**src/ewle_pkg.sv**
```systemverilog
package ewle_pkg;

   // Width of identity fields on the channels
   localparam int FIELD_ID_W = 64;

   // Commands
   localparam logic [1:0] CMD_START    = 2'd0;
   localparam logic [1:0] CMD_ELECTION = 2'd1;
   localparam logic [1:0] CMD_LEADER   = 2'd2;

   // Send actions
   localparam logic [2:0] ACT_NONE         = 3'd0;
   localparam logic [2:0] ACT_ELECT_ALL    = 3'd1;
   localparam logic [2:0] ACT_ELECT_OTHERS = 3'd2;
   localparam logic [2:0] ACT_ELECT_FATHER = 3'd3;
   localparam logic [2:0] ACT_LEADER_ALL   = 3'd4;

   // Register indexes
   localparam logic CSR_OWN_ID         = 1'b0;
   localparam logic CSR_NEIGHBOR_COUNT = 1'b1;

   // Saturation point of both message counters
   localparam logic [7:0] COUNT_MAX = 8'd255;

   // Up to two send actions plus the status shared by both
   typedef struct packed {
      logic [2:0]            act0;
      logic [FIELD_ID_W-1:0] id0;
      logic [2:0]            act1;
      logic [FIELD_ID_W-1:0] id1;
      logic                  two;
      logic [FIELD_ID_W-1:0] father;
      logic                  finished;
      logic                  won;
      logic [FIELD_ID_W-1:0] leader;
      logic                  leader_known;
   } ewle_result_type;

endpackage

```
**src/ewle_if.sv**
```systemverilog
interface ewle_req_if import ewle_pkg::*; ();
   logic                  valid;
   logic                  ready;
   logic [1:0]            cmd;
   logic [FIELD_ID_W-1:0] msg_id;
   logic [FIELD_ID_W-1:0] sender_id;

   modport source (output valid, cmd, msg_id, sender_id, input ready);
   modport sink (input valid, cmd, msg_id, sender_id, output ready);
endinterface

interface ewle_rsp_if import ewle_pkg::*; ();
   logic                  valid;
   logic                  ready;
   logic [2:0]            action;
   logic [FIELD_ID_W-1:0] send_id;
   logic [FIELD_ID_W-1:0] father_out;
   logic                  last;
   logic                  finished;
   logic                  won;
   logic [FIELD_ID_W-1:0] leader_out;
   logic                  leader_known;

   modport source (output valid, action, send_id, father_out, last, finished, won,
                   leader_out, leader_known, input ready);
   modport sink (input valid, action, send_id, father_out, last, finished, won,
                 leader_out, leader_known, output ready);
endinterface

```
**src/ewle_node.sv**
```systemverilog
module ewle_node import ewle_pkg::*; #(
   parameter int ID_WIDTH = 64
) (
   input  logic                clock,
   input  logic                reset,
   input  logic [ID_WIDTH-1:0] own_id,
   input  logic [7:0]          neighbor_count,
   input  logic                commit,
   input  logic [1:0]          cmd,
   input  logic [ID_WIDTH-1:0] msg_id,
   input  logic [ID_WIDTH-1:0] sender_id,
   output ewle_result_type     result
);

   logic [ID_WIDTH-1:0] wave_id_ff, wave_id_in;
   logic                wave_valid_ff, wave_valid_in;
   logic [ID_WIDTH-1:0] father_id_ff, father_id_in;
   logic [7:0]          election_count_ff, election_count_in;
   logic [7:0]          ldr_tally_ff, ldr_tally_in;
   logic [ID_WIDTH-1:0] leader_id_ff, leader_id_in;
   logic                leader_valid_ff, leader_valid_in;
   logic                won_flag_ff, won_flag_in;

   logic                restart;
   logic [7:0]          count_base;
   logic [2:0]          echo_act;

   // Work out the new node state and the send actions for the held message
   always_comb begin
      wave_id_in        = wave_id_ff;
      wave_valid_in     = wave_valid_ff;
      father_id_in      = father_id_ff;
      election_count_in = election_count_ff;
      ldr_tally_in      = ldr_tally_ff;
      leader_id_in      = leader_id_ff;
      leader_valid_in   = leader_valid_ff;
      won_flag_in       = won_flag_ff;
      restart           = 1'b0;
      count_base        = election_count_ff;
      echo_act          = ACT_NONE;
      result            = '0;

      case (cmd)
         CMD_START: begin
            wave_id_in    = own_id;
            wave_valid_in = 1'b1;
            result.act0   = ACT_ELECT_ALL;
            result.id0    = FIELD_ID_W'(own_id);
         end
         CMD_ELECTION: begin
            // Lower wave or no wave: extinguish the old one and adopt the sender
            restart = !wave_valid_ff || (msg_id < wave_id_ff);
            if (restart) begin
               wave_id_in      = msg_id;
               wave_valid_in   = 1'b1;
               count_base      = '0;
               ldr_tally_in    = '0;
               leader_id_in    = '0;
               leader_valid_in = 1'b0;
               father_id_in    = sender_id;
               result.act0     = ACT_ELECT_OTHERS;
               result.id0      = FIELD_ID_W'(msg_id);
            end
            // Count a message of the active wave, echo or announce on the last
            if ((msg_id == wave_id_in) && (count_base < COUNT_MAX)) begin
               election_count_in = count_base + 8'd1;
               if (election_count_in == neighbor_count) begin
                  echo_act = (wave_id_in == own_id) ? ACT_LEADER_ALL : ACT_ELECT_FATHER;
                  if (restart) begin
                     result.act1 = echo_act;
                     result.id1  = FIELD_ID_W'(msg_id);
                     result.two  = 1'b1;
                  end else begin
                     result.act0 = echo_act;
                     result.id0  = FIELD_ID_W'(msg_id);
                  end
               end
            end else begin
               election_count_in = count_base;
            end
         end
         CMD_LEADER: begin
            // Relay the first leader message only
            if (ldr_tally_ff == '0) begin
               result.act0 = ACT_LEADER_ALL;
               result.id0  = FIELD_ID_W'(msg_id);
            end
            ldr_tally_in    = (ldr_tally_ff < COUNT_MAX) ?
                              ldr_tally_ff + 8'd1 : ldr_tally_ff;
            leader_id_in    = msg_id;
            leader_valid_in = 1'b1;
         end
         default: begin
         end
      endcase

      // Conclusion check on every election or leader message
      if ((cmd != CMD_START) && (ldr_tally_in == neighbor_count)) begin
         won_flag_in     = leader_valid_in && (leader_id_in == own_id);
         wave_valid_in   = 1'b0;
         result.finished = 1'b1;
      end

      result.father       = FIELD_ID_W'(father_id_in);
      result.won          = won_flag_in && leader_valid_in;
      result.leader       = FIELD_ID_W'(leader_id_in);
      result.leader_known = leader_valid_in;
   end

   // Commit the new state when the message moves on to the result register
   always_ff @(posedge clock) begin
      if (reset) begin
         wave_id_ff        <= '0;
         wave_valid_ff     <= 1'b0;
         father_id_ff      <= '0;
         election_count_ff <= '0;
         ldr_tally_ff      <= '0;
         leader_id_ff      <= '0;
         leader_valid_ff   <= 1'b0;
         won_flag_ff       <= 1'b0;
      end else if (commit) begin
         wave_id_ff        <= wave_id_in;
         wave_valid_ff     <= wave_valid_in;
         father_id_ff      <= father_id_in;
         election_count_ff <= election_count_in;
         ldr_tally_ff      <= ldr_tally_in;
         leader_id_ff      <= leader_id_in;
         leader_valid_ff   <= leader_valid_in;
         won_flag_ff       <= won_flag_in;
      end
   end

endmodule

```
**src/ewle_out.sv**
```systemverilog
module ewle_out import ewle_pkg::*; (
   input  logic            clock,
   input  logic            reset,
   input  ewle_result_type result,
   input  logic            load,
   output logic            free,
   ewle_rsp_if.source      rsp
);

   ewle_result_type res_ff, res_in;
   logic            valid_ff, valid_in;
   logic            sel_ff, sel_in;
   logic            last_now;
   logic            taken;

   assign last_now = !res_ff.two || sel_ff;
   assign taken    = valid_ff && rsp.ready;
   assign free     = !valid_ff || (rsp.ready && last_now);

   // Load a fresh pair, step to the second action, or drop after the last transfer
   always_comb begin
      res_in   = res_ff;
      valid_in = valid_ff;
      sel_in   = sel_ff;
      if (load) begin
         res_in   = result;
         valid_in = 1'b1;
         sel_in   = 1'b0;
      end else if (taken) begin
         if (last_now) begin
            valid_in = 1'b0;
         end else begin
            sel_in = 1'b1;
         end
      end
   end

   always_ff @(posedge clock) begin
      if (reset) begin
         valid_ff <= 1'b0;
         sel_ff   <= 1'b0;
      end else begin
         valid_ff <= valid_in;
         sel_ff   <= sel_in;
      end
      res_ff <= res_in;
   end

   // Present the selected action with the shared status
   assign rsp.valid        = valid_ff;
   assign rsp.action       = sel_ff ? res_ff.act1 : res_ff.act0;
   assign rsp.send_id      = sel_ff ? res_ff.id1 : res_ff.id0;
   assign rsp.father_out   = res_ff.father;
   assign rsp.last         = last_now;
   assign rsp.finished     = res_ff.finished;
   assign rsp.won          = res_ff.won;
   assign rsp.leader_out   = res_ff.leader;
   assign rsp.leader_known = res_ff.leader_known;

endmodule

```
**src/echo_wave_leader_election_core.sv**
```systemverilog
// One node of a lowest-identity-wins echo election with extinction.
// req channel: one message per transfer (cmd: start, election or leader
//   received; msg_id carries the wave or leader identity, sender_id the peer).
// rsp channel: one or two send actions per message, in order; last marks the
//   final one. Father, leader and finished/won status ride on every action.
// csr port: write own_id (index 0) and neighbor_count (index 1) while idle.
// Path: a message accepted on req waits in the input register, is
//   evaluated against the node state and loaded into the result register,
//   from which its first action is offered on rsp.
// Throughput: one message per cycle when each yields a single action and
//   rsp does not stall; a message with two actions holds the result register
//   until both have transferred, since the rsp port moves one action per cycle.
// Reset clears the node state, the configuration registers and the valid flags of the input and result registers.
// When rsp stalls, the result register holds, the input register fills and
//   req.ready drops; nothing is lost or repeated.
module echo_wave_leader_election_core import ewle_pkg::*; #(
   parameter int ID_WIDTH = 64
) (
   input  logic                  clock,
   input  logic                  reset,
   ewle_req_if.sink              req,
   ewle_rsp_if.source            rsp,
   input  logic                  csr_write_en,
   input  logic                  csr_index,
   input  logic [FIELD_ID_W-1:0] csr_wdata
);

   logic [ID_WIDTH-1:0] own_id_ff, own_id_in;
   logic [7:0]          neighbor_count_ff, neighbor_count_in;

   logic                item_valid_ff, item_valid_in;
   logic [1:0]          item_cmd_ff, item_cmd_in;
   logic [ID_WIDTH-1:0] item_msg_ff, item_msg_in;
   logic [ID_WIDTH-1:0] item_sender_ff, item_sender_in;

   logic                out_free;
   logic                advance;
   logic                accept;
   ewle_result_type     result;

   // Configuration writes
   always_comb begin
      own_id_in         = own_id_ff;
      neighbor_count_in = neighbor_count_ff;
      if (csr_write_en) begin
         case (csr_index)
            CSR_OWN_ID:         own_id_in = csr_wdata[ID_WIDTH-1:0];
            CSR_NEIGHBOR_COUNT: neighbor_count_in = csr_wdata[7:0];
            default: begin
            end
         endcase
      end
   end

   // Input register: take a transfer when empty or when its item moves on
   assign advance   = item_valid_ff && out_free;
   assign req.ready = !item_valid_ff || out_free;
   assign accept    = req.valid && req.ready;

   always_comb begin
      item_valid_in  = item_valid_ff;
      item_cmd_in    = item_cmd_ff;
      item_msg_in    = item_msg_ff;
      item_sender_in = item_sender_ff;
      if (accept) begin
         item_valid_in  = 1'b1;
         item_cmd_in    = req.cmd;
         item_msg_in    = req.msg_id[ID_WIDTH-1:0];
         item_sender_in = req.sender_id[ID_WIDTH-1:0];
      end else if (advance) begin
         item_valid_in = 1'b0;
      end
   end

   always_ff @(posedge clock) begin
      if (reset) begin
         own_id_ff         <= '0;
         neighbor_count_ff <= '0;
         item_valid_ff     <= 1'b0;
      end else begin
         own_id_ff         <= own_id_in;
         neighbor_count_ff <= neighbor_count_in;
         item_valid_ff     <= item_valid_in;
      end
      item_cmd_ff    <= item_cmd_in;
      item_msg_ff    <= item_msg_in;
      item_sender_ff <= item_sender_in;
   end

   ewle_node #(
      .ID_WIDTH (ID_WIDTH)
   ) u_node (
      .clock          (clock),
      .reset          (reset),
      .own_id         (own_id_ff),
      .neighbor_count (neighbor_count_ff),
      .commit         (advance),
      .cmd            (item_cmd_ff),
      .msg_id         (item_msg_ff),
      .sender_id      (item_sender_ff),
      .result         (result)
   );

   ewle_out u_out (
      .clock  (clock),
      .reset  (reset),
      .result (result),
      .load   (advance),
      .free   (out_free),
      .rsp    (rsp)
   );

endmodule

```
**src/flat_wrapper.sv**
```systemverilog
// flat-port wrapper written by rule: the top's interface ports become plain ports
module echo_wave_leader_election_core_flat import ewle_pkg::*;
#(
   parameter int ID_WIDTH = 64
)
  (clock, reset, csr_write_en, csr_index, csr_wdata, req_valid, req_cmd, req_msg_id, req_sender_id, req_ready, rsp_valid, rsp_action, rsp_send_id, rsp_father_out, rsp_last, rsp_finished, rsp_won, rsp_leader_out, rsp_leader_known, rsp_ready);
  ewle_req_if req_i ();
  ewle_rsp_if rsp_i ();
  input  logic clock;
  input  logic reset;
  input  logic csr_write_en;
  input  logic csr_index;
  input  logic [FIELD_ID_W-1:0] csr_wdata;
  input wire logic [$bits(req_i.valid)-1:0] req_valid;
  input wire logic [$bits(req_i.cmd)-1:0] req_cmd;
  input wire logic [$bits(req_i.msg_id)-1:0] req_msg_id;
  input wire logic [$bits(req_i.sender_id)-1:0] req_sender_id;
  output wire logic [$bits(req_i.ready)-1:0] req_ready;
  output wire logic [$bits(rsp_i.valid)-1:0] rsp_valid;
  output wire logic [$bits(rsp_i.action)-1:0] rsp_action;
  output wire logic [$bits(rsp_i.send_id)-1:0] rsp_send_id;
  output wire logic [$bits(rsp_i.father_out)-1:0] rsp_father_out;
  output wire logic [$bits(rsp_i.last)-1:0] rsp_last;
  output wire logic [$bits(rsp_i.finished)-1:0] rsp_finished;
  output wire logic [$bits(rsp_i.won)-1:0] rsp_won;
  output wire logic [$bits(rsp_i.leader_out)-1:0] rsp_leader_out;
  output wire logic [$bits(rsp_i.leader_known)-1:0] rsp_leader_known;
  input wire logic [$bits(rsp_i.ready)-1:0] rsp_ready;
  assign req_i.valid = req_valid;
  assign req_i.cmd = req_cmd;
  assign req_i.msg_id = req_msg_id;
  assign req_i.sender_id = req_sender_id;
  assign req_ready = req_i.ready;
  assign rsp_valid = rsp_i.valid;
  assign rsp_action = rsp_i.action;
  assign rsp_send_id = rsp_i.send_id;
  assign rsp_father_out = rsp_i.father_out;
  assign rsp_last = rsp_i.last;
  assign rsp_finished = rsp_i.finished;
  assign rsp_won = rsp_i.won;
  assign rsp_leader_out = rsp_i.leader_out;
  assign rsp_leader_known = rsp_i.leader_known;
  assign rsp_i.ready = rsp_ready;
  echo_wave_leader_election_core #(.ID_WIDTH(ID_WIDTH)) u_core (.clock(clock), .reset(reset), .req(req_i), .rsp(rsp_i), .csr_write_en(csr_write_en), .csr_index(csr_index), .csr_wdata(csr_wdata));
endmodule
```
**config.mk**
```make
export PLATFORM = sky130hd
export DESIGN_NAME = echo_wave_leader_election_core_flat
export DESIGN_NICKNAME = d
export VERILOG_FILES = /design/src/ewle_pkg.sv /design/src/ewle_if.sv /design/src/ewle_node.sv /design/src/ewle_out.sv /design/src/echo_wave_leader_election_core.sv /design/src/flat_wrapper.sv
export SDC_FILE = /design/constraint.sdc
export NUM_CORES = 1
export LEC_CHECK = 0
export ABC_AREA = 1
export ABC_CLOCK_PERIOD_IN_PS = 23800
export BUFFER_PORTS_ARGS = -buffer_cell sky130_fd_sc_hd__buf_2
export CAP_MARGIN = 20
export CORE_MARGIN = 4
export CORE_UTILIZATION = 59
export DETAILED_ROUTE_END_ITERATION = 8
export PLACE_DENSITY_LB_ADDON = 0.1
export SLEW_MARGIN = 20
export SYNTH_ARGS = -nofsm -noshare
export SYNTH_HDL_FRONTEND = slang
export SYNTH_SLANG_ARGS = --single-unit
```
**constraint.sdc**
```tcl
create_clock -name clock -period 23.8 [get_ports clock]
set_clock_uncertainty 0.05 [all_clocks]
set_input_delay 2.38 -clock clock [delete_from_list [all_inputs] [get_ports clock]]
set_output_delay 2.38 -clock clock [all_outputs]
set_load 0.01 [all_outputs]
```
==> results_tabular.tex, run 1 <==
\begin{tabular}{lr}
\hline
Metric & Value \\
\hline
\multicolumn{2}{l}{\textbf{Global routing}} \\
\quad Global route total overflow & 0 \\
\quad Global-route wire length before repair & 178 mm \\
\quad Via count of the first global-routing pass & 28,300 \\
\quad Maximum number of pins on one net before global-route repair & 82 \\
\quad Initial antenna violation count & 10 \\
\quad GRT Overall Usage & 37.0\% \\
\multicolumn{2}{l}{\textbf{Clock tree}} \\
\quad Cell chosen for the clock root & sky130\_fd\_sc\_hd\_\_clkbuf\_16 \\
\quad Maximum clock insertion buffer count & 3 \\
\quad CTS Buf Count & 71 \\
\quad Count of hold-fix buffers inserted at cts & 0 \\
\quad Clk pin slew, worst setup/hold paths & 0.06 ns \\
\quad Number of clock sinks & 681 \\
\quad Post-CTS Setup Repair Bufs & 0 \\
\quad Post-cts resize count & 0 \\
\quad Clock latency on the worst-skew pair & 0.62 ns \\
\quad Htree depth & 3 \\
\quad CTS tree & built \\
\multicolumn{2}{l}{\textbf{Yosys}} \\
\quad Number of standard cells after synthesis & 4,354 \\
\quad Average size of a mapped cell & 8.01 sq um \\
\quad Number of unique standard cell types used by synthesis & 44 \\
\quad Yosys warnings & 0 \\
\quad Prevailing post-synth register cell & sky130\_fd\_sc\_hd\_\_edfxtp\_1 \\
\quad Post-synth net total & 4,624 \\
\quad Register bit count reported by yosys & 681 \\
\quad Register area share after synthesis & 50.4\% \\
\quad Number of enable-type register cells in the synthesized netlist & 395 \\
\quad Post-Synthesis Cell Area & 34,900 sq um \\
\quad Async set-or-reset flop fraction in the synthesized netlist & 0\% \\
\multicolumn{2}{l}{\textbf{Pwr}} \\
\quad Portion of total power attributed to sequential cells & 45.7\% \\
\quad Clock Power Share & 38.8\% \\
\quad Switching part of the total & 28.9\% \\
\quad Power Density & 78.1 nW/um\^{}2 \\
\quad Internal power component & 0.00214 W \\
\quad Power share of the combinational group & 15.6\% \\
\quad Pleak & 17.3 nW \\
\quad Max rail drop VDD & 0.0673 mV \\
\quad Total power consumption of the routed design & 0.00301 W \\
\quad NetSw & 0.000871 W \\
\multicolumn{2}{l}{\textbf{Routing}} \\
\quad Post-DR vias/cell & 5.88 \\
\quad Total vias in the final route & 31,400 \\
\quad Highest metal layer used by the detailed router & met5 \\
\quad Count of nets left with antenna violations after detail routing & 0 \\
\quad DR WL/cell & 22.6 microns \\
\quad Met2 Routed Length & 50.4 mm \\
\quad Post-Route WL & 121 mm \\
\quad DR WL met3 & 16.0 mm \\
\quad \# DRC & 0 \\
\quad Length of the first detailed-routing pass in iterations & 6 \\
\quad Number of DRC violations after detailed-routing iteration 0 & 3,999 \\
\quad Routed metal-1 wire length & 49.0 mm \\
\multicolumn{2}{l}{\textbf{STA}} \\
\quad Min Tclk post-route & 6.37 ns \\
\quad Final cycle utilization of the critical path & 26.8\% \\
\quad Slew Limit Fails & 0 \\
\quad Worst slack on hold paths & 0.428 ns \\
\quad Worst-Margin Slew & 1.15 ns \\
\quad Final Hold Viols & 0 \\
\quad Total negative slack & 0 ns \\
\quad RSZ-0062 raised after global routing & false \\
\quad Normalized max-slew margin & 23.4\% \\
\quad Count of endpoints failing setup in the final report & 0 \\
\quad Maximum achievable frequency & 157 MHz \\
\multicolumn{2}{l}{\textbf{Worst hold path}} \\
\quad Class of the tightest hold or removal check & flop to flop \\
\quad Endpoint, Worst Hold & u\_core.u\_node.father\_id\_ff[43] \\
\quad Critical hold path startpoint & u\_core.u\_node.father\_id\_ff[43] \\
\quad Worst hold path cell count & 2 \\
\multicolumn{2}{l}{\textbf{Run}} \\
\quad Count of maximum capacitance violations & 0 \\
\multicolumn{2}{l}{\textbf{Cells and area}} \\
\quad Post-route standard cell area excluding fillers & 38,600 sq um \\
\quad Post-route insts no fill & 5,334 \\
\quad Area grow syn2layout & 10.7\% \\
\quad Share of layout cells above drive strength 1 & 13.9\% \\
\quad Net count, final & 4,777 \\
\multicolumn{2}{l}{\textbf{Critical path}} \\
\quad Crit Path Max Fanout & 65 \\
\quad Required time at the worst-slack endpoint & 24.09 ns \\
\quad Capturing point of the worst reg2reg path & u\_core.u\_out.res\_ff[160] \\
\quad Critical Path Start & u\_core.item\_msg\_ff[63] \\
\quad Delay contributed by the slowest stage of the critical path & 0.81 ns \\
\quad CP max stage cell & sky130\_fd\_sc\_hd\_\_buf\_4 \\
\quad Crit-path cells & ha\_1 > a21oi\_1 > o21ai\_0 > a21oi\_1 > nand2\_1 > a21oi\_2 > nand2\_4 > nand2\_4 > buf\_4 > nand2\_1 > nand2\_1 > nand2\_1 > nand2\_1 > nor2\_1 > nand2\_1 > nor2\_1 > nand3\_2 > nor2\_2 > nand2\_4 > buf\_4 > nor2\_1 \\
\quad Kind of end point of the critical path & flop \\
\quad CP Data Arrival Time & 6.66 ns \\
\quad Reg2reg setup slack & 17.43 ns \\
\quad Type of element launching the critical path & flop \\
\quad Launch point of the worst reg-to-reg path & u\_core.item\_msg\_ff[63] \\
\quad R2r worst-path depth & 21 \\
\quad Critical path class & flop to flop \\
\quad Critical Path Most Common Cell & sky130\_fd\_sc\_hd\_\_nand2\_1 \\
\multicolumn{2}{l}{\textbf{Die}} \\
\quad Ports & 401 \\
\quad Die footprint & 63,000 sq um \\
\quad Die Ht & 251 microns \\
\quad Core region area & 58,100 sq um \\
\quad DIE WIDTH & 251 microns \\
\quad Row cnt & 88 \\
\quad Starting density of the core & 60.0\% \\
\multicolumn{2}{l}{\textbf{Placed design}} \\
\quad Area after detailed placement & 36,100 sq um \\
\quad Number of cells after detailed placement & 5,199 \\
\quad Placer congestion estimate & 1.01 \\
\quad Number of port buffers & 400 \\
\quad HPWL after DPL & 84.0 mm \\
\multicolumn{2}{l}{\textbf{Outcome}} \\
\quad Outcome & finished, final reports clean \\
\hline
\end{tabular}
sequential cells by signal, summed over array words and instances, names as in the netlist:
signal / cells
u_core.u_out.rsp.leader_known: 1
u_core.u_node.wave_valid_ff: 1
u_core.own_id_ff: 64
u_core.u_out.rsp.leader_out: 64
u_core.u_node.father_id_ff: 64
u_core.u_node.ldr_tally_ff: 8
u_core.u_out.rsp.father_out: 64
u_core.u_out.res_ff: 134
u_core.u_node.election_count_ff: 8
u_core.u_node.won_flag_ff: 1
u_core.u_out.rsp.finished: 1
u_core.u_node.leader_valid_ff: 1
u_core.neighbor_count_ff: 8
u_core.item_valid_ff: 1
u_core.u_out.rsp.won: 1
u_core.u_out.sel_ff: 1
u_core.u_node.wave_id_ff: 64
u_core.item_sender_ff: 64
u_core.item_cmd_ff: 2
u_core.u_node.leader_id_ff: 64
u_core.u_out.rsp.valid: 1
u_core.item_msg_ff: 64
synthesized netlist by cell type (70+ instances only):
| cell type | instances | area share [%] |
|---|---|---|
| sky130_fd_sc_hd__dfxtp_1 | 286 | 16 |
| sky130_fd_sc_hd__nand2_1 | 1276 | 14 |
| sky130_fd_sc_hd__ha_1 | 70 | 2.5 |
| sky130_fd_sc_hd__nor2_1 | 201 | 2.2 |
| sky130_fd_sc_hd__clkbuf_1 | 174 | 1.9 |
| sky130_fd_sc_hd__inv_1 | 497 | 5.4 |
| sky130_fd_sc_hd__nand3_1 | 196 | 2.8 |
| sky130_fd_sc_hd__edfxtp_1 | 395 | 34 |
| sky130_fd_sc_hd__o21ai_0 | 380 | 5.5 |
| sky130_fd_sc_hd__a21oi_1 | 316 | 4.5 |
| sky130_fd_sc_hd__buf_4 | 133 | 2.9 |
| sky130_fd_sc_hd__nand4_1 | 97 | 1.7 |
| sky130_fd_sc_hd__o22ai_1 | 143 | 2.6 |
layout make-up:
class / instances / area, sq um
Timing Repair Buffer: 430 / 2230
Tap cell: 765 / 957
Inverter: 509 / 1920
Sequential cell: 681 / 17600
Multi-Input combinational cell: 2814 / 13400
Clock buffer: 100 / 1990
Antenna cell: 4 / 10.0
Fill cell: 5031 / 19500
Clock inverter: 31 / 448
power groups by stage:
stage	Clock, W	Combinational (W)	Sequential [W]
floorplan	0	0.000310	0.00139
global placement	0	0.000450	0.00140
detailed placement	0	0.000453	0.00140
CTS	0.00118	0.000457	0.00137
global route	0.00122	0.000513	0.00138
finish	0.00117	0.000470	0.00138
kinds of logic after synthesis:
group           synth area share [%]
xor+xnor                       0.377
fa+ha+maj                       2.51
flops                           50.4
compound gates                  13.2
buf+inv                         11.2
simple gates                    22.3
layout by cell type, fill, tap and decap left out, types with 3 or more instances in the layout:
cell / instances
sky130_fd_sc_hd__o211ai_1: 8
sky130_fd_sc_hd__clkbuf_1: 20
sky130_fd_sc_hd__nor2_1: 200
sky130_fd_sc_hd__o22ai_1: 143
sky130_fd_sc_hd__nand3b_1: 7
sky130_fd_sc_hd__nand3_2: 4
sky130_fd_sc_hd__a21oi_1: 315
sky130_fd_sc_hd__buf_4: 30
sky130_fd_sc_hd__clkinv_1: 8
sky130_fd_sc_hd__buf_2: 400
sky130_fd_sc_hd__o31ai_1: 3
sky130_fd_sc_hd__clkbuf_16: 72
sky130_fd_sc_hd__inv_1: 493
sky130_fd_sc_hd__bufinv_16: 9
sky130_fd_sc_hd__inv_4: 3
sky130_fd_sc_hd__nor4_1: 3
sky130_fd_sc_hd__clkinv_2: 9
sky130_fd_sc_hd__inv_2: 9
sky130_fd_sc_hd__nor3_1: 8
sky130_fd_sc_hd__nand2_4: 6
sky130_fd_sc_hd__ha_2: 3
sky130_fd_sc_hd__o21ai_1: 12
sky130_fd_sc_hd__nand3_1: 196
sky130_fd_sc_hd__nand4_2: 3
sky130_fd_sc_hd__dfxtp_1: 284
sky130_fd_sc_hd__ha_1: 66
sky130_fd_sc_hd__diode_2: 4
sky130_fd_sc_hd__edfxtp_1: 395
sky130_fd_sc_hd__nand4_1: 97
sky130_fd_sc_hd__nand2_1: 1273
sky130_fd_sc_hd__nor2_2: 52
sky130_fd_sc_hd__xor2_1: 15
sky130_fd_sc_hd__o21ai_0: 380
sky130_fd_sc_hd__nor2_4: 3
sky130_fd_sc_hd__clkbuf_8: 8
worst max path at each step:
stage,endpoint,cells after the start
floorplan,u_core.u_node.election_count_ff[0],9
global placement,u_core.u_out.rsp.leader_out[29],8
detailed placement,u_core.u_out.res_ff[158],8
CTS,u_core.u_out.res_ff[162],21
global route,u_core.u_out.res_ff[162],21
finish,u_core.u_out.res_ff[160],21
worst max-delay path: cells and delay by family (launching register included):
family | cells | cell delay (ns)
AND/OR/NAND/NOR | 14 | 2.71
buffers and inverters | 2 | 1.50
AO/OA/AOI/OAI | 4 | 0.85
flip-flops | 1 | 0.49
adder cells (fa/ha/maj) | 1 | 0.35
stage by stage:
step           setup WS (ns)  util (%)
6_report               17.43      66.4
5_1_grt                17.19      66.4
4_1_cts                17.57      66.4
3_5_place_dp           17.62      62.2
3_3_place_gp           17.63      62.2
2_1_floorplan           4.82         -
layer usage:
metal | GRT usage, % | vias to the layer above
met1 | 53.5 | 14600
met4 | 14.7 | 4
met5 | 0 | -
met2 | 52.7 | 1881
li1 | - | 14600
met3 | 10.5 | 278
(Power assumes the default switching activity.)
==> inputs of run 2 (changes only) <==
- ABC_AREA: 1 -> 0
- ABC_CLOCK_PERIOD_IN_PS: 23800 -> 5150
- CORE_UTILIZATION: 59 -> 53
- clock period: 23.8 -> 5.15 ns (I/O delays scaled with it)
==> run 2 against run 1 <==
Highest routed layer unchanged. Routed wire length rose by 39%. Global-route usage up 9.3 points. The flow now finishes with violations (negative setup slack). Via count is 6.8% higher. Critical endpoint is now u_core.u_out.res_ff[264]. Critical path depth decreased by 4. Clock power rose to 4.9 times the previous value. Worst setup slack got worse by 18 ns. Clock-buffer cell count fell by 8. Register-to-register slack got worse by 18 ns. Cell count is 6.8% lower. Maximum frequency increased by 19%. Largest cell class unchanged.
==> results_tabular.tex, run 2 <==
\begin{tabular}{lr}
\hline
Metric & Value \\
\hline
\multicolumn{2}{l}{\textbf{Yosys}} \\
\quad Yosys warnings & 0 \\
\quad Average size of a mapped cell & 9.74 sq um \\
\quad Async set-or-reset flop fraction in the synthesized netlist & 0\% \\
\quad Post-synth top area cell & sky130\_fd\_sc\_hd\_\_edfxtp\_1 \\
\quad Prevailing post-synth register cell & sky130\_fd\_sc\_hd\_\_edfxtp\_1 \\
\quad Number of unique standard cell types used by synthesis & 78 \\
\quad Post-synth net total & 3,803 \\
\quad Register bit count reported by yosys & 681 \\
\quad Area share of the largest cell type after synthesis & 34.5\% \\
\quad Leading cell type by number of instances after synthesis & sky130\_fd\_sc\_hd\_\_nand2\_1 \\
\quad Number of enable-type register cells in the synthesized netlist & 395 \\
\quad Number of standard cells after synthesis & 3,533 \\
\quad Cells taking the most area after synthesis & sky130\_fd\_sc\_hd\_\_edfxtp\_1, sky130\_fd\_sc\_hd\_\_dfxtp\_1, sky130\_fd\_sc\_hd\_\_nand2\_1 \\
\quad Ranking of synthesized cells by instance count & sky130\_fd\_sc\_hd\_\_nand2\_1, sky130\_fd\_sc\_hd\_\_edfxtp\_1, sky130\_fd\_sc\_hd\_\_nor2\_1, sky130\_fd\_sc\_hd\_\_dfxtp\_1, sky130\_fd\_sc\_hd\_\_a21oi\_1 \\
\quad Register area share after synthesis & 51.1\% \\
\quad Post-Synthesis Cell Area & 34,400 sq um \\
\multicolumn{2}{l}{\textbf{Cells and area}} \\
\quad Commonest cells after routing, fill and taps aside & sky130\_fd\_sc\_hd\_\_buf\_2, sky130\_fd\_sc\_hd\_\_nand2\_1, sky130\_fd\_sc\_hd\_\_edfxtp\_1 \\
\quad Net count, final & 4,319 \\
\quad Post-route standard cell area excluding fillers & 42,300 sq um \\
\quad Share of layout cells above drive strength 1 & 25.7\% \\
\quad Leading cell type in the layout, fill and taps excluded & sky130\_fd\_sc\_hd\_\_buf\_2 \\
\quad Multi-input logic area & 14,500 sq um \\
\quad Filler Cells Inserted & 4,723 \\
\quad Post-route insts no fill & 4,972 \\
\quad Area grow syn2layout & 23.1\% \\
\quad FF+latch area & 17,600 sq um \\
\quad Final cell utilization of the core & 65.8\% \\
\quad Biggest register & u\_core.u\_out.res\_ff \\
\quad Flip-flop count of the largest register after layout & 134 \\
\multicolumn{2}{l}{\textbf{STA}} \\
\quad Worst slack on hold paths & 0.00984 ns \\
\quad Smallest setup slack after layout & -0.223 ns \\
\quad Count of endpoints failing setup in the final report & 44 \\
\quad Final cycle utilization of the critical path & 104\% \\
\quad Slew Limit Fails & 0 \\
\quad Maximum achievable frequency & 186 MHz \\
\quad Worst-Margin Slew & 1.06 ns \\
\quad Min Tclk post-route & 5.37 ns \\
\quad Normalized max-slew margin & 29.2\% \\
\quad Final Hold Viols & 0 \\
\multicolumn{2}{l}{\textbf{Placed design}} \\
\quad HPWL after DPL & 117 mm \\
\quad Number of cells after detailed placement & 4,712 \\
\quad Number of port buffers & 400 \\
\quad Placer congestion estimate & 1.11 \\
\quad Area after detailed placement & 38,100 sq um \\
\multicolumn{2}{l}{\textbf{Routing}} \\
\quad Post-Route WL & 168 mm \\
\quad Count of nets left with antenna violations after detail routing & 0 \\
\quad \# DRC & 0 \\
\quad Number of DRC violations after detailed-routing iteration 0 & 5,108 \\
\quad Post-DR vias/cell & 6.74 \\
\quad DR WL/cell & 33.8 microns \\
\quad Length of the first detailed-routing pass in iterations & 6 \\
\quad Total vias in the final route & 33,500 \\
\multicolumn{2}{l}{\textbf{Clock tree}} \\
\quad Clk pin slew, worst setup/hold paths & 0.07 ns \\
\quad Cell chosen for the clock root & sky130\_fd\_sc\_hd\_\_clkbuf\_16 \\
\quad Number of clock sinks & 681 \\
\quad Maximum clock insertion buffer count & 3 \\
\quad CTS tree & built \\
\quad CTS Buf Count & 74 \\
\quad Htree depth & 3 \\
\quad Clock latency on the worst-skew pair & 0.66 ns \\
\multicolumn{2}{l}{\textbf{Pwr}} \\
\quad Total power consumption of the routed design & 0.0145 W \\
\quad Pleak & 16.7 nW \\
\quad Max rail drop VDD & 0.397 mV \\
\quad Power Density & 343 nW/um\^{}2 \\
\multicolumn{2}{l}{\textbf{Global routing}} \\
\quad Met2 track demand over resource & 69.8\% \\
\quad Global route total overflow & 0 \\
\quad Maximum number of pins on one net before global-route repair & 179 \\
\quad Met3 track utilization from global routing & 13.6\% \\
\quad Via count of the first global-routing pass & 32,300 \\
\quad Initial antenna violation count & 11 \\
\quad GRT Overall Usage & 46.3\% \\
\quad Peak-usage layer in the global routing report & met2 \\
\quad Global-route wire length before repair & 235 mm \\
\quad Met1 track demand over resource in global routing & 58.4\% \\
\multicolumn{2}{l}{\textbf{Worst hold path}} \\
\quad Class of the tightest hold or removal check & input port to flop \\
\quad Endpoint, Worst Hold & u\_core.item\_msg\_ff[24] \\
\quad Critical hold path startpoint & req\_msg\_id[24] \\
\quad Worst hold path cell count & 1 \\
\multicolumn{2}{l}{\textbf{Die}} \\
\quad Die footprint & 69,100 sq um \\
\quad Die Ht & 263 microns \\
\quad Row cnt & 93 \\
\quad Core region area & 64,300 sq um \\
\quad Ports & 401 \\
\quad Starting density of the core & 53.5\% \\
\quad DIE WIDTH & 263 microns \\
\multicolumn{2}{l}{\textbf{Critical path}} \\
\quad Critical path class & flop to flop \\
\quad Type of element launching the critical path & flop \\
\quad R2r worst-path depth & 17 \\
\quad Capturing point of the worst reg2reg path & u\_core.u\_out.res\_ff[264] \\
\quad Kind of end point of the critical path & flop \\
\quad CP Data Arrival Time & 5.73 ns \\
\quad Launch point of the worst reg-to-reg path & u\_core.item\_msg\_ff[21] \\
\quad Required time at the worst-slack endpoint & 5.51 ns \\
\quad Crit Path Max Fanout & 23 \\
\quad Reg2reg setup slack & -0.22 ns \\
\multicolumn{2}{l}{\textbf{Outcome}} \\
\quad Violated checks & negative setup slack \\
\quad Outcome & finished, violations left \\
\multicolumn{2}{l}{\textbf{Run}} \\
\quad Count of maximum capacitance violations & 0 \\
\hline
\end{tabular}
-- run 2: cell count changes after synthesis, sizes merged, moves of 55 or more --
cell   change
and2      +71
inv      -323
o22ai     -55
o21ai    -252
mux2     +133
a21oi     -90
nand3    -146
nand4     -59
o21a      +64
nand2    -881
nor3     +136
a22o      +76
-- run 2: cells by family (layout without fill, tap and decap cells) --
kind of cell | count (synthesis) | in the layout | synth area share, %
flops | 681 | 681 | 51.1
compound gates | 835 | 835 | 16.2
mux | 179 | 179 | 5.69
xor+xnor | 72 | 72 | 1.83
other cells | 0 | 7 | 0
buf+inv | 573 | 1150 | 7.79
simple gates | 1123 | 1123 | 14.8
fa+ha+maj | 70 | 70 | 2.54
-- run 2: critical path, stage by stage, from the launching register on --
cell and delay [ns]:
sky130_fd_sc_hd__edfxtp_1 0.44, sky130_fd_sc_hd__ha_4 0.25, sky130_fd_sc_hd__a21oi_2 0.18, sky130_fd_sc_hd__o21ai_2 0.09, sky130_fd_sc_hd__a221oi_2 0.39, sky130_fd_sc_hd__o211ai_4 0.23, sky130_fd_sc_hd__a2111o_1 0.53, sky130_fd_sc_hd__buf_4 0.16
sky130_fd_sc_hd__buf_4 0.13, sky130_fd_sc_hd__o21ai_4 0.37, sky130_fd_sc_hd__buf_4 0.44, sky130_fd_sc_hd__mux2i_1 0.71, sky130_fd_sc_hd__a22oi_1 0.19, sky130_fd_sc_hd__nand4_1 0.13, sky130_fd_sc_hd__buf_4 0.17, sky130_fd_sc_hd__nor4_1 0.08
sky130_fd_sc_hd__buf_4 0.16, sky130_fd_sc_hd__a211oi_1 0.42
-- run 2: power breakdown --
| group | leakage, nW | total, W | switching [W] | internal, W |
|---|---|---|---|---|
| Combinational | 9.32 | 0.00249 | 0.00159 | 0.000905 |
| Sequential | 6.11 | 0.00631 | 0.000226 | 0.00609 |
| Clock | 1.25 | 0.00573 | 0.00247 | 0.00325 |
| Total | 16.7 | 0.0145 | 0.00428 | 0.0102 |
-- run 2: layout make-up --
cell class / count / area share, %
Sequential cell: 681 / 41.6
Multi-Input combinational cell: 2279 / 34.3
Timing Repair Buffer: 828 / 13.8
Clock buffer: 92 / 4.68
Tap cell: 855 / 2.53
Inverter: 185 / 1.66
Clock inverter: 45 / 1.45
Antenna cell: 7 / 0.0414
-- run 2: how the worst max path moves through the flow --
stage / depth (start not counted) / slack [ns] / endpoint / from
3_5_place_dp: 21 / -0.18 / u_core.u_out.res_ff[224] / u_core.item_msg_ff[21]
2_1_floorplan: 23 / -0.08 / u_core.u_out.res_ff[252] / u_core.item_msg_ff[46]
5_1_grt: 22 / -0.13 / u_core.u_out.res_ff[234] / u_core.item_msg_ff[21]
4_1_cts: 22 / 0.08 / u_core.u_out.res_ff[260] / u_core.item_msg_ff[23]
6_report: 17 / -0.22 / u_core.u_out.res_ff[264] / u_core.item_msg_ff[21]
3_3_place_gp: 21 / 0.03 / u_core.u_out.res_ff[224] / u_core.item_msg_ff[21]
-- run 2: timing repair --
action / in CTS / in global routing
pin swaps: 25 / 29
hold endpoints to repair: 95 / 0
hold buffers: 95 / 0
setup endpoints to repair: 112 / 132
resized for setup: 25 / 35
cloned: 5 / 1
buffers inserted: 13 / 5
-- run 2: metal layers --
metal  part of all wire (%)  wire, microns
met4                    8.8          14900
met1                     36          59900
met2                     42          71400
met3                     13          21900
met5                  0.056             95
-- run 2: metrics by stage --
stage	setup TNS, ns	setup WS [ns]
floorplan	-3.23	-0.0811
global placement	0	0.0278
detailed placement	-7.78	-0.179
CTS	0	0.0796
global route	-4.99	-0.128
finish	-1.64	-0.223
